$ cat config.mk
export PLATFORM = sky130hd
export DESIGN_NAME = joystick_average_normalizer_core
export DESIGN_NICKNAME = d
export VERILOG_FILES = /design/src/jan_pkg.sv /design/src/joystick_average_normalizer_core.sv /design/src/jan_ram.sv /design/src/jan_ctrl.sv /design/src/jan_datapath.sv
export VERILOG_INCLUDE_DIRS = /design/src /design/src/src
export SDC_FILE = /design/constraint.sdc
export NUM_CORES = 2
export LEC_CHECK = 0
export BUFFER_PORTS_ARGS = -buffer_cell sky130_fd_sc_hd__buf_4
export CAP_MARGIN = 0
export CORE_MARGIN = 8
export CORE_UTILIZATION = 60
export DETAILED_ROUTE_END_ITERATION = 10
export HOLD_SLACK_MARGIN = 0.05
export PLACE_DENSITY = 0.76
export SYNTH_ARGS = -nofsm -noshare
export SYNTH_HDL_FRONTEND = slang
export SYNTH_HIERARCHICAL = 1
export SYNTH_SLANG_ARGS = --single-unit
$ cat constraint.sdc
create_clock -name clk -period 9.3 [get_ports clk]
set_input_delay 0.93 -clock clk [delete_from_list [all_inputs] [get_ports clk]]
set_output_delay 0.93 -clock clk [all_outputs]
set_load 0.02 [all_outputs]
$ cat src/joystick_average_normalizer_core_assert.svh
// ----------------------------------------------------------------------------
// joystick average normalizer assertion macros
// concurrent checks clocked on clk and disabled during rst
// ----------------------------------------------------------------------------
`ifndef JOYSTICK_AVERAGE_NORMALIZER_CORE_ASSERT_SVH
`define JOYSTICK_AVERAGE_NORMALIZER_CORE_ASSERT_SVH

// condition holds at every clock edge
`define JAN_ASSERT_NOW(lbl, cond, msg) \
  lbl: assert property (@(posedge clk) disable iff (rst) (cond)) else $error(msg);

// trigger at one edge implies condition at the next edge
`define JAN_ASSERT_NEXT(lbl, trig, cond, msg) \
  lbl: assert property (@(posedge clk) disable iff (rst) (trig) |=> (cond)) else $error(msg);

`endif

$ cat src/jan_pkg.sv
`timescale 1ns / 1ps
// ----------------------------------------------------------------------------
// jan_pkg
// shared constants, types and command/status bundles
// ----------------------------------------------------------------------------
package jan_pkg;

  localparam int WINDOW     = 128;
  localparam int WIN_BITS   = $clog2(WINDOW);
  localparam int SMP_W      = 12;
  localparam int SUM_W      = SMP_W + WIN_BITS;
  localparam int CNT_W      = WIN_BITS + 1;
  localparam int UPPER_W    = 14;
  localparam int SPAN_W     = 13;
  localparam int POS_W      = 7;
  localparam int NUM_W      = 19;
  localparam int STEP_W     = 3;
  localparam int FULL_SCALE = 100;
  localparam logic [SMP_W-1:0] LOW_OFFSET_RST = SMP_W'(100);

  typedef enum logic [3:0] {
    ST_IDLE,
    ST_PUSH,
    ST_CAL,
    ST_UPD,
    ST_AVG,
    ST_MUL,
    ST_DIV,
    ST_DONE
  } jan_state_t;

  typedef struct packed {
    logic latch;
    logic push;
    logic cal;
    logic upd;
    logic avg;
    logic mul;
    logic div;
    logic load_out;
  } jan_cmd_t;

  typedef struct packed {
    logic fill_phase;
    logic fill_last;
    logic div_done;
    logic out_busy;
  } jan_sts_t;

endpackage

$ cat src/joystick_average_normalizer_core.sv
`timescale 1ns / 1ps
// ----------------------------------------------------------------------------
// joystick_average_normalizer_core
// moving average of joystick adc samples with percent position output
// ----------------------------------------------------------------------------
// the first 128 items after reset fill the sample ring and give no result;
// the last one also latches the rest centre and sets the upper end of
// travel to 2*centre - low_offset. every later item swaps out the oldest
// ring entry and gives one result: the truncated window average and the
// position in percent, 0 below low_offset or for an empty span and
// saturating at 100. a steady-state item passes through the ring read and
// update, a constant scale by 100 and a restoring divider that makes one
// of the 7 quotient bits a cycle. the result sits in an output register,
// so a new item is taken while a result is still held by out_stall.
// low_offset resets to 100; low_offset is to be written only while idle,
// and the block itself does not enforce this.
// ----------------------------------------------------------------------------
module joystick_average_normalizer_core (
  input  logic                      clk,
  input  logic                      rst,
  // config register
  input  logic                      low_offset_we,
  input  logic [jan_pkg::SMP_W-1:0] low_offset_wdata,
  // input channel
  input  logic                      in_valid,
  output logic                      in_stall,
  input  logic [jan_pkg::SMP_W-1:0] sample,
  // result channel
  output logic                      out_valid,
  input  logic                      out_stall,
  output logic [jan_pkg::SMP_W-1:0] average,
  output logic [jan_pkg::POS_W-1:0] position
);

  import jan_pkg::*;

  // command and status between sequencer and datapath
  jan_cmd_t cmd;
  jan_sts_t sts;

  // sequencer: decides fill vs steady path, steps the divider, waits on output
  jan_ctrl u_ctrl (
    .clk      (clk),
    .rst      (rst),
    .in_valid (in_valid),
    .in_stall (in_stall),
    .sts      (sts),
    .cmd      (cmd)
  );

  // datapath: ring memory, running sum, calibration, divider, output register
  jan_datapath u_dp (
    .clk              (clk),
    .rst              (rst),
    .sample           (sample),
    .low_offset_we    (low_offset_we),
    .low_offset_wdata (low_offset_wdata),
    .out_stall        (out_stall),
    .out_valid        (out_valid),
    .average          (average),
    .position         (position),
    .cmd              (cmd),
    .sts              (sts)
  );

endmodule

$ cat src/jan_ram.sv
`timescale 1ns / 1ps
// ----------------------------------------------------------------------------
// jan_ram
// simple dual-port ram, one write and one registered read per cycle
// ----------------------------------------------------------------------------
module jan_ram #(
  parameter int WIDTH = 12,
  parameter int DEPTH = 128
) (
  input  logic                     clk,
  input  logic                     we,
  input  logic [$clog2(DEPTH)-1:0] waddr,
  input  logic [WIDTH-1:0]         wdata,
  input  logic [$clog2(DEPTH)-1:0] raddr,
  output logic [WIDTH-1:0]         rdata
);

  logic [WIDTH-1:0] mem [DEPTH];

  always_ff @(posedge clk) begin
    if (we) begin
      mem[waddr] <= wdata;
    end
    rdata <= mem[raddr];
  end

endmodule

$ cat src/jan_ctrl.sv
`timescale 1ns / 1ps
// ----------------------------------------------------------------------------
// jan_ctrl
// sequencer for fill, calibration, update and divide steps
// ----------------------------------------------------------------------------
module jan_ctrl (
  input  logic              clk,
  input  logic              rst,
  input  logic              in_valid,
  output logic              in_stall,
  input  jan_pkg::jan_sts_t sts,
  output jan_pkg::jan_cmd_t cmd
);

  import jan_pkg::*;

  jan_state_t state;
  jan_state_t state_next;
  logic       accept;

  assign in_stall = (state != ST_IDLE);
  assign accept   = in_valid && !in_stall;

  always_ff @(posedge clk) begin
    if (rst) begin
      state <= ST_IDLE;
    end else begin
      state <= state_next;
    end
  end

  always_comb begin
    state_next = state;
    case (state)
      ST_IDLE: begin
        if (accept) begin
          state_next = sts.fill_phase ? ST_PUSH : ST_UPD;
        end
      end
      ST_PUSH: state_next = sts.fill_last ? ST_CAL : ST_IDLE;
      ST_CAL:  state_next = ST_IDLE;
      ST_UPD:  state_next = ST_AVG;
      ST_AVG:  state_next = ST_MUL;
      ST_MUL:  state_next = ST_DIV;
      ST_DIV: begin
        if (sts.div_done) begin
          state_next = ST_DONE;
        end
      end
      ST_DONE: begin
        if (!sts.out_busy) begin
          state_next = ST_IDLE;
        end
      end
      default: state_next = ST_IDLE;
    endcase
  end

  always_comb begin
    cmd = '0;
    case (state)
      ST_IDLE: cmd.latch    = accept;
      ST_PUSH: cmd.push     = 1'b1;
      ST_CAL:  cmd.cal      = 1'b1;
      ST_UPD:  cmd.upd      = 1'b1;
      ST_AVG:  cmd.avg      = 1'b1;
      ST_MUL:  cmd.mul      = 1'b1;
      ST_DIV:  cmd.div      = 1'b1;
      ST_DONE: cmd.load_out = !sts.out_busy;
      default: cmd = '0;
    endcase
  end

`include "joystick_average_normalizer_core_assert.svh"

  `JAN_ASSERT_NOW(a_load_free, !(cmd.load_out && sts.out_busy), "result loaded over a held item")
  `JAN_ASSERT_NEXT(a_cal_after_fill, state == ST_PUSH && sts.fill_last, state == ST_CAL, "no calibration after last fill")
  `JAN_ASSERT_NEXT(a_div_exit, state == ST_DIV && sts.div_done, state == ST_DONE, "divider did not hand off")
  `JAN_ASSERT_NOW(a_upd_steady, !(state == ST_UPD && sts.fill_phase), "window update while still filling")

endmodule

$ cat src/jan_datapath.sv
`timescale 1ns / 1ps
// ----------------------------------------------------------------------------
// jan_datapath
// sample ring, running sum, calibration, normalizer and output register
// ----------------------------------------------------------------------------
module jan_datapath (
  input  logic                             clk,
  input  logic                             rst,
  input  logic [jan_pkg::SMP_W-1:0]        sample,
  input  logic                             low_offset_we,
  input  logic [jan_pkg::SMP_W-1:0]        low_offset_wdata,
  input  logic                             out_stall,
  output logic                             out_valid,
  output logic [jan_pkg::SMP_W-1:0]        average,
  output logic [jan_pkg::POS_W-1:0]        position,
  input  jan_pkg::jan_cmd_t                cmd,
  output jan_pkg::jan_sts_t                sts
);

  import jan_pkg::*;

  logic        [SMP_W-1:0]    smp;
  logic        [SMP_W-1:0]    low_off;
  logic        [SUM_W-1:0]    sum;
  logic        [WIN_BITS-1:0] widx;
  logic        [CNT_W-1:0]    fill_cnt;
  logic signed [UPPER_W-1:0]  upper_end;
  logic        [SMP_W-1:0]    avg_r;
  logic        [SMP_W-1:0]    diff_r;
  logic        [SPAN_W-1:0]   span_r;
  logic                       pos_zero;
  logic                       pos_full;
  logic        [NUM_W-1:0]    rem;
  logic        [POS_W-1:0]    quo;
  logic        [STEP_W-1:0]   step;
  logic        [SMP_W-1:0]    old_smp;

  logic        [SMP_W-1:0]    sum_avg;
  logic        [SUM_W-1:0]    sum_upd;
  logic signed [UPPER_W:0]    span_full;
  logic        [SMP_W-1:0]    diff;
  logic        [NUM_W:0]      trial;
  logic                       ram_we;

  assign sum_avg   = sum[SUM_W-1:WIN_BITS];
  // window sum with the oldest entry swapped for the new sample
  assign sum_upd   = sum - SUM_W'(old_smp) + SUM_W'(smp);
  assign span_full = $signed({upper_end[UPPER_W-1], upper_end})
                   - $signed({{(UPPER_W+1-SMP_W){1'b0}}, low_off});
  assign diff      = avg_r - low_off;
  assign trial     = (NUM_W+1)'({{(NUM_W+1-SPAN_W){1'b0}}, span_r} << step);
  assign ram_we    = cmd.push || cmd.upd;

  jan_ram #(
    .WIDTH (SMP_W),
    .DEPTH (WINDOW)
  ) u_ring (
    .clk   (clk),
    .we    (ram_we),
    .waddr (widx),
    .wdata (smp),
    .raddr (widx),
    .rdata (old_smp)
  );

  assign sts.fill_phase = (fill_cnt < CNT_W'(WINDOW));
  assign sts.fill_last  = (fill_cnt == CNT_W'(WINDOW - 1));
  assign sts.div_done   = (step == '0);
  assign sts.out_busy   = out_valid && out_stall;

  // configuration register
  always_ff @(posedge clk) begin
    if (rst) begin
      low_off <= LOW_OFFSET_RST;
    end else if (low_offset_we) begin
      low_off <= low_offset_wdata;
    end
  end

  // window state
  always_ff @(posedge clk) begin
    if (rst) begin
      sum       <= '0;
      widx      <= '0;
      fill_cnt  <= '0;
      upper_end <= '0;
    end else begin
      if (cmd.push) begin
        sum      <= sum + SUM_W'(smp);
        widx     <= widx + 1'b1;
        fill_cnt <= fill_cnt + 1'b1;
      end
      if (cmd.upd) begin
        sum  <= sum_upd;
        widx <= widx + 1'b1;
      end
      if (cmd.cal) begin
        upper_end <= $signed({1'b0, sum_avg, 1'b0}) - $signed({2'b00, low_off});
      end
    end
  end

  // normalizer: compare, scale, restoring divide one quotient bit a cycle
  always_ff @(posedge clk) begin
    if (cmd.latch) begin
      smp <= sample;
    end
    if (cmd.upd) begin
      avg_r <= sum_upd[SUM_W-1:WIN_BITS];
    end
    if (cmd.avg) begin
      pos_zero <= (avg_r < low_off) || (span_full <= 0);
      pos_full <= $signed({{(UPPER_W+1-SMP_W){1'b0}}, diff}) >= span_full;
      diff_r   <= diff;
      span_r   <= span_full[SPAN_W-1:0];
    end
    if (cmd.mul) begin
      rem  <= NUM_W'({{(NUM_W-SMP_W){1'b0}}, diff_r} * NUM_W'(FULL_SCALE));
      quo  <= '0;
      step <= STEP_W'(POS_W - 1);
    end
    if (cmd.div) begin
      if ({1'b0, rem} >= trial) begin
        rem       <= rem - trial[NUM_W-1:0];
        quo[step] <= 1'b1;
      end
      step <= step - 1'b1;
    end
  end

  // output register
  always_ff @(posedge clk) begin
    if (rst) begin
      out_valid <= 1'b0;
    end else if (cmd.load_out) begin
      out_valid <= 1'b1;
    end else if (out_valid && !out_stall) begin
      out_valid <= 1'b0;
    end
  end

  always_ff @(posedge clk) begin
    if (cmd.load_out) begin
      average <= avg_r;
      if (pos_zero) begin
        position <= '0;
      end else if (pos_full) begin
        position <= POS_W'(FULL_SCALE);
      end else begin
        position <= quo;
      end
    end
  end

endmodule

## After elaboration in Yosys (flattened, before gate mapping)

Memory sizes are Yosys's and may differ from the RTL's. A register that Yosys moved wholly into a read port is not among the register bits.
Index checks and enable logic that the tools add are counted.

| word-level totals | value |
|---|---|
| bits in registers | 164 |
| bits in latches | 0 |
| memory bits (writable) | 1536 |
| bits in read-only memories | 0 |
| bits of input ports | 29 |
| output and inout bits | 21 |
| word-level logic and storage cells | 101 |
| memories kept | 1 |

Memory list:

| name | depth | bits a word | rd ports | clocked after memory_dff | wr ports | line | source |
|---|---|---|---|---|---|---|---|
| u_dp.u_ring.mem | 128 | 12 | 1 | 1 | 1 | jan_ram.sv:18 | `logic [WIDTH-1:0] mem [DEPTH];` |

| operators by class | value |
|---|---|
| add/sub/neg operators | 10 |
| multipliers | 1 |
| divide/modulo/power cells | 0 |
| order comparisons | 7 |
| eq/ne operators | 11 |
| shift operators | 1 |
| multiplexer cells | 33 |
| bitwise logic cells | 1 |
| reduce and logical (&&, ||, !) cells | 17 |

Operators by type and width:

| cell | count |
|---|---|
| 19-bit two-way mux | 5 |
| 7-bit two-way mux | 6 |
| 19-bit by 12-bit adder with 19-bit output | 2 |
| 4-bit one-hot mux with 7 select lines | 1 |
| 19-bit by 20-bit >= comparator with 1-bit output | 1 |
| 13-bit by 3-bit << shifter with 20-bit output | 1 |
| 19-bit by 12-bit subtractor with 19-bit output | 1 |
| 19-bit subtractor | 1 |
| 12-bit by 5-bit multiplier with 17-bit output, second input constant | 1 |
| 4-bit by 3-bit equality test with 1-bit output, second input constant | 4 |
| 13-bit by 15-bit >= comparator with 1-bit output | 1 |
| 15-bit by 1-bit <= comparator with 1-bit output, second input constant | 1 |
| 14-bit by 13-bit subtractor with 15-bit output | 1 |
| 13-bit by 12-bit subtractor with 14-bit output | 1 |
| 1-bit two-way mux | 13 |
| 12-bit < comparator | 1 |
| 4-bit two-way mux | 3 |
| 12-bit subtractor | 1 |
| 8-bit by 1-bit adder with 8-bit output, second input constant | 1 |
| 4-bit by 2-bit equality test with 1-bit output, second input constant | 2 |
| 8-bit by 7-bit equality test with 1-bit output, second input constant | 1 |
| 8-bit < comparator, second input constant | 1 |
| 7-bit by 1-bit adder with 7-bit output, second input constant | 1 |
| 7-bit bitwise OR | 1 |
| 18 further kinds | 29 |

## Longest topological paths before layout

| depth | value |
|---|---|
| depth after elaboration | 7 |
| gate-level depth with buffers | 18 |
| depth with buffers taken out | 18 |

## Hierarchy

The synthesis kept the hierarchy.

By module, submodules not included:

| module | instances | cells each | area each (µm²) | seq. area each (µm²) |
|---|---|---|---|---|
| jan_ram | 1 | 2362 | 59128.0 | 46364.5 |
| jan_datapath | 1 | 1335 | 12077.8 | 3933.8 |
| jan_ctrl | 1 | 28 | 237.7 | 60.1 |

## Worst setup path before layout

OpenSTA, ideal clock, no wires.

| timing path | value |
|---|---|
| kind | reg2reg |
| from | reg u_dp.smp[1] |
| to | reg u_dp.sum[18] |
| library setup time | 0.121 ns |
| arrival time | 4.750 ns |
| required time | 9.179 ns |
| slack | 4.429 ns |
| stages on the path, launching flop included | 12 |
| path buffers | 0 |
| clock period less this slack | 4.871 ns |
| cell sequence | edfxtp_1 -> inv_1 -> fa_1 -> fa_1 -> nand2b_1 -> a21oi_1 -> o211a_1 -> o31ai_2 -> a211oi_1 -> o31ai_1 -> a211oi_1 -> mux2_2 |

| on the way | value |
|---|---|
| word-level cells in the longest chain between the ends | 3 |
| elaborated cells on any way between the ends | 4 |
| those cells by class | 2 x add/sub; 2 x mux |

Ends and longest elaborated chain:

| item | line | source |
|---|---|---|
| start: declaration | jan_datapath.sv:22 | `logic [SMP_W-1:0] smp;` |
| start signal: assignment | jan_datapath.sv:106 | `smp <= sample;` |
| 19-bit by 12-bit adder with 19-bit output | jan_datapath.sv:89 | `sum <= sum + SUM_W'(smp);` |
| 19-bit two-way mux | jan_datapath.sv:88 | `if (cmd.push) begin` |
| 19-bit two-way mux * | jan_datapath.sv:93 | `if (cmd.upd) begin` |
| end signal: assignment | jan_datapath.sv:89 |  |
| end signal: assignment | jan_datapath.sv:94 | `sum <= sum_upd;` |
| end: declaration | jan_datapath.sv:24 | `logic [SUM_W-1:0] sum;` |

Every way passes the cells marked *; elsewhere a longest branch is shown, timed or not. The select of a mux whose other input is x is not followed.
A chain may end at the register's enable or synchronous reset.

==> results <==
- The run finished with clean final reports.
- The number of placement rows is about 130.
- During synthesis, Yosys emitted a total of 6 warnings.
- After detailed placement, the total cell area comes to roughly 74000 um2.
- The launch instance of the worst register-to-register path is u_ctrl/state[0].
- The count of fill cells added during filler insertion is 7244.
- In this run the cell area of the synthesized design comes to ~71000 um2.
- Power comes to between 15 and 20 mW.
- After detailed routing, the number of remaining DRC violations is 0.
- By startpoint and endpoint, the worst setup path is classified as flip-flop to flip-flop.
- The critical path launch point is u_ctrl/state[0].
- The critical path endpoint category is a flip-flop.
- The adder and majority gate portion of the synthesized area is 3.25%.
- The accumulated negative setup slack is 0 ns.
- The number of placed instances, taps included, is just over 5000.
- The synthesized netlist devotes under 10% of its cell area to simple gates.
- The cell count of the worst reg-to-reg path is 8.
- The synthesis-to-layout area growth is 11.0%.
- The cell at the root of the clock tree is sky130_fd_sc_hd__clkbuf_16.
- The first routing iteration left ~5000 violations.
- The power density over the cells is between 200 and 250 nW/um2.
- The share of synthesized flip-flops with an asynchronous set or reset is 0%.
- Static timing analysis puts the maximum clock frequency at approximately 180 MHz.
- The worst path setup slack after routing is roughly 3.7 ns.
- CTS built an H-tree with a depth of 4.
- The met3 capacity usage during global routing is under 10%.
- The final instance area is slightly below 80000 um2.
- The setup slack of the most critical reg-to-reg path is about 3.7 ns.
- In the final routed layout, each cell accounts on average for between 30 and 40 um.
- The count of boundary I/O pins is 50.
- Each instance of the synthesized netlist takes up on average around 19 um2.
- The xor and xnor fraction of the mapped netlist area is 0.883%.
- The routed layout has around 37000 vias.
- In this run, synthesis inferred ~1600 flip-flops with an integrated enable.
- For the final database, setup skew stands at 0.0299 ns.
- The startpoint class of the critical path is a flip-flop.
- In this run, the clock network consumes 42.6% of the power.
- The synthesized net count is 3925.
- In this run the worst setup path terminates at u_dp/u_ring/mem[118][8].
- The multiplexer share of the synthesized area is between 10% and 20%.
- TritonCTS built the clock tree.
- The data arrival time of the worst path is ~6 ns.
- The count of buffers added on input and output ports is slightly below 50.
- Cell internal power was estimated by the tool at 12.9 mW.
- Setup repair after global routing left no endpoint under its margin.
- The number of slew-limit violations in the final report is 0.
- The biggest area contributor in the post-synthesis netlist is sky130_fd_sc_hd__edfxtp_1.
- The met1 usage in global routing is roughly two fifths.
- The switching share of power is 21.4%.
- The number of standard cells in the final layout excluding fillers is around 5500.
- The insertion delay of the later-clocked pin in the worst-skew pair is 0.79 ns.
- The die footprint is around 130000 um2.
- The fraction of final layout cells with drive strength greater than 1 is 23.7%.
- The number of global-route vias before repair is ~36000.
- The wire length reported by the detailed router is around 170000 um.
- The standard cell core area is 118000 um2.
- The reported net switching power is 3.51 mW.
- Sorting the synthesized cells by area gives the leading types as sky130_fd_sc_hd__edfxtp_1 68%, sky130_fd_sc_hd__mux4_2 16%, sky130_fd_sc_hd__dfxtp_1 2.9%.
- Once the floorplan was initialized, standard cells occupied 60.5% of the core.
- Global routing used a little over a quarter of the available tracks across all layers.
- Among all flip-flop cells after synthesis, the most frequent one is sky130_fd_sc_hd__edfxtp_1.
- The total number of clock tree sinks is ~1700.
- The tool flagged a number of max-cap violations equal to 0.
- The count of hold-fix buffers inserted at cts is 0.
- The global-route wire length before repair is between 200000 and 300000 um.
- The worst slack after detailed placement is 3.83 ns.
- After global routing, the most crowded layer is met2.
- The proportion of netlist area held by the largest area contributor is about two thirds.
- The x dimension of the die is about 360 um.
- The number of instances in the synthesized netlist is approximately 3700.
- The number of resized instances in the post-cts repair step is 0.
- The share of the Yosys chip area taken by registers is between 70% and 80%.
- The kind of path behind the tightest hold check is primary input to flip-flop.
- Global routing used just over 40% of the available met2 tracks.
- The number of distinct library cells after synthesis is 78.
- Buffers inserted during clock tree synthesis total around 170.
- In this run the worst path has a maximum fanout of 39.
- The clock-pin slew on the worst setup and hold paths is 0.06 ns.
- Data on the critical path is required at its endpoint by around 9.7 ns.
- At the pin with the least slew margin, the transition time is between 1 and 1.5 ns.
- The count of nets after finishing is a little over 4000.
- The pin count of the biggest net entering global routing is between 100 and 150.
- The capturing point of the worst reg2reg path is u_dp/u_ring/mem[118][8].
- The initial antenna violation count is 5.
- The pre-antenna-repair detailed-routing pass consisted of 5 iterations.
- The leakage component of the power is roughly 25 nW.
- The final period demand of the worst path is roughly 5.6 ns.
- The largest family of logic cells by synthesized area is multiplexers.
- The number of setup buffers added after CTS is 0.
- Once detailed placement completed, the half-perimeter wirelength came to roughly 100000 um.
- The library cell with the highest instance count after synthesis is sky130_fd_sc_hd__edfxtp_1.
- The worst voltage drop across the vdd grid is approximately 0.00019 V.
- The normalized max-slew margin is ~13%.
- Summing the areas of all compound-gate instances in the mapped netlist gives 3.02% of the synthesized area.
- The register area is ~50000 um2.
- Routability-driven placement finished with a final weighted congestion of between 0.8 and 0.9.
- The commonest cells after synthesis are 1609 x sky130_fd_sc_hd__edfxtp_1, 504 x sky130_fd_sc_hd__mux4_2, 244 x sky130_fd_sc_hd__nor2_1.
- The detail route stage leaves a number of antenna-violating nets equal to 0.
- Per report_power, the sequential group accounts for approximately 52% of the total.
- The setup-violating endpoint count in the final report is 0.
- The hold violation total from the final report is 0.
- The mean number of vias per cell is 6.73.
- Summing all multi-input logic gate instances after layout gives around 20000 um2.
- The die span in y is around 360 um.
- Global routing finished with a remaining overflow of 0.
- In this run, the combinational gates consume under 10% of the power.
- The maximum count of clock buffers along a single path is 3.
- Synthesis inferred about 1700 register bits.
- The share of the clock period used by the worst path after layout is about three fifths.
## cell families after synthesis
group	Yosys count
flops	1711
mux	574
simple gates	556
compound gates	323
buf+inv	318
fa+ha+maj	171
xor+xnor	72
## flip-flops by register name, indices dropped and copies added (netlist names)
name / cells
u_ctrl/state: 3
u_dp/average: 12
u_dp/avg_r: 12
u_dp/diff_r: 12
u_dp/fill_cnt: 8
u_dp/low_off: 12
u_dp/out_valid: 1
u_dp/pos_full: 1
u_dp/pos_zero: 1
u_dp/position: 7
u_dp/quo: 7
u_dp/rem: 19
u_dp/smp: 12
u_dp/span_r: 13
u_dp/step: 3
u_dp/sum: 19
u_dp/u_ring/mem: 1536
u_dp/u_ring/rdata: 12
u_dp/upper_end: 14
u_dp/widx: 7
## worst min path at each step
stage	start	end	slack, ns	depth (start not counted)
6_report	sample[5]	u_dp/smp[5]	0.32	1
3_3_place_gp	u_dp/quo[6]	u_dp/quo[6]	0.45	1
4_1_cts	sample[0]	u_dp/smp[0]	0.26	1
5_1_grt	sample[0]	u_dp/smp[0]	0.27	1
3_5_place_dp	u_dp/quo[6]	u_dp/quo[6]	0.45	1
2_1_floorplan	u_dp/avg_r[0]	u_dp/average[0]	0.43	0
## layer usage
| layer | wire [um] | up-vias |
|---|---|---|
| li1 | - | 15300 |
| met1 | 67600 | 19100 |
| met2 | 80000 | 2350 |
| met3 | 18300 | 299 |
| met4 | 5380 | 6 |
| met5 | 41 | - |
## per-stage QoR
stage	hold slack [ns]	utilization, %
4_1_cts	0.262	67.1
2_1_floorplan	0.426	-
3_5_place_dp	0.453	62.3
5_1_grt	0.273	67.1
3_3_place_gp	0.448	62.3
6_report	0.322	67.1
## area by class of cell
type	instances	area share, %
Clock buffer	203	5.68
Clock inverter	113	1.56
Tap cell	1536	2.42
Antenna cell	1	0.00316
Multi-Input combinational cell	1696	25.1
Inverter	153	0.724
Timing Repair Buffer	99	1.00
Sequential cell	1711	63.5
## critical path, stage by stage, from the launching register on
cell and delay [ns]:
sky130_fd_sc_hd__dfxtp_1 0.58, sky130_fd_sc_hd__nand2_1 0.26, sky130_fd_sc_hd__nor2_4 0.14, sky130_fd_sc_hd__buf_4 0.40, sky130_fd_sc_hd__clkinv_1 0.61, sky130_fd_sc_hd__nand2_1 0.78
sky130_fd_sc_hd__nor2b_1 0.43, sky130_fd_sc_hd__nand3_2 0.82, sky130_fd_sc_hd__nor2_1 1.18
## power by group through the flow
stage	Sequential [mW]	Clock, mW	Combinational (mW)
2_1_floorplan	8.70	0	0.603
3_3_place_gp	8.66	0	0.914
3_5_place_dp	8.66	0	0.933
4_1_cts	8.49	7.10	0.942
5_1_grt	8.49	7.38	1.01
6_report	8.49	7.01	0.940
## placed cells by master, fill, tap and decap left out, types with 13 or more instances in the layout
master                          n
sky130_fd_sc_hd__dfxtp_1       97
sky130_fd_sc_hd__nor2b_1       30
sky130_fd_sc_hd__nand4_1       16
sky130_fd_sc_hd__clkinvlp_4    13
sky130_fd_sc_hd__buf_4         95
sky130_fd_sc_hd__nand2_1       90
sky130_fd_sc_hd__mux4_2       504
sky130_fd_sc_hd__clkbuf_1      25
sky130_fd_sc_hd__a21oi_1       85
sky130_fd_sc_hd__clkinv_1      23
sky130_fd_sc_hd__o21ai_0       71
sky130_fd_sc_hd__xnor2_1       45
sky130_fd_sc_hd__nor3_1        37
sky130_fd_sc_hd__bufinv_16     22
sky130_fd_sc_hd__mux2_2        20
sky130_fd_sc_hd__edfxtp_1    1609
sky130_fd_sc_hd__o21a_1        30
sky130_fd_sc_hd__nand3_1       32
sky130_fd_sc_hd__inv_1        151
sky130_fd_sc_hd__xor2_1        27
sky130_fd_sc_hd__fa_1          24
sky130_fd_sc_hd__or3_1         25
sky130_fd_sc_hd__nand2b_1      18
sky130_fd_sc_hd__ha_1         147
sky130_fd_sc_hd__clkbuf_16    174
sky130_fd_sc_hd__a211oi_1      16
sky130_fd_sc_hd__clkinv_2      31
sky130_fd_sc_hd__mux2i_1       50
sky130_fd_sc_hd__nor2_1       243
No activity file was read; power rests on OpenSTA's default activity.
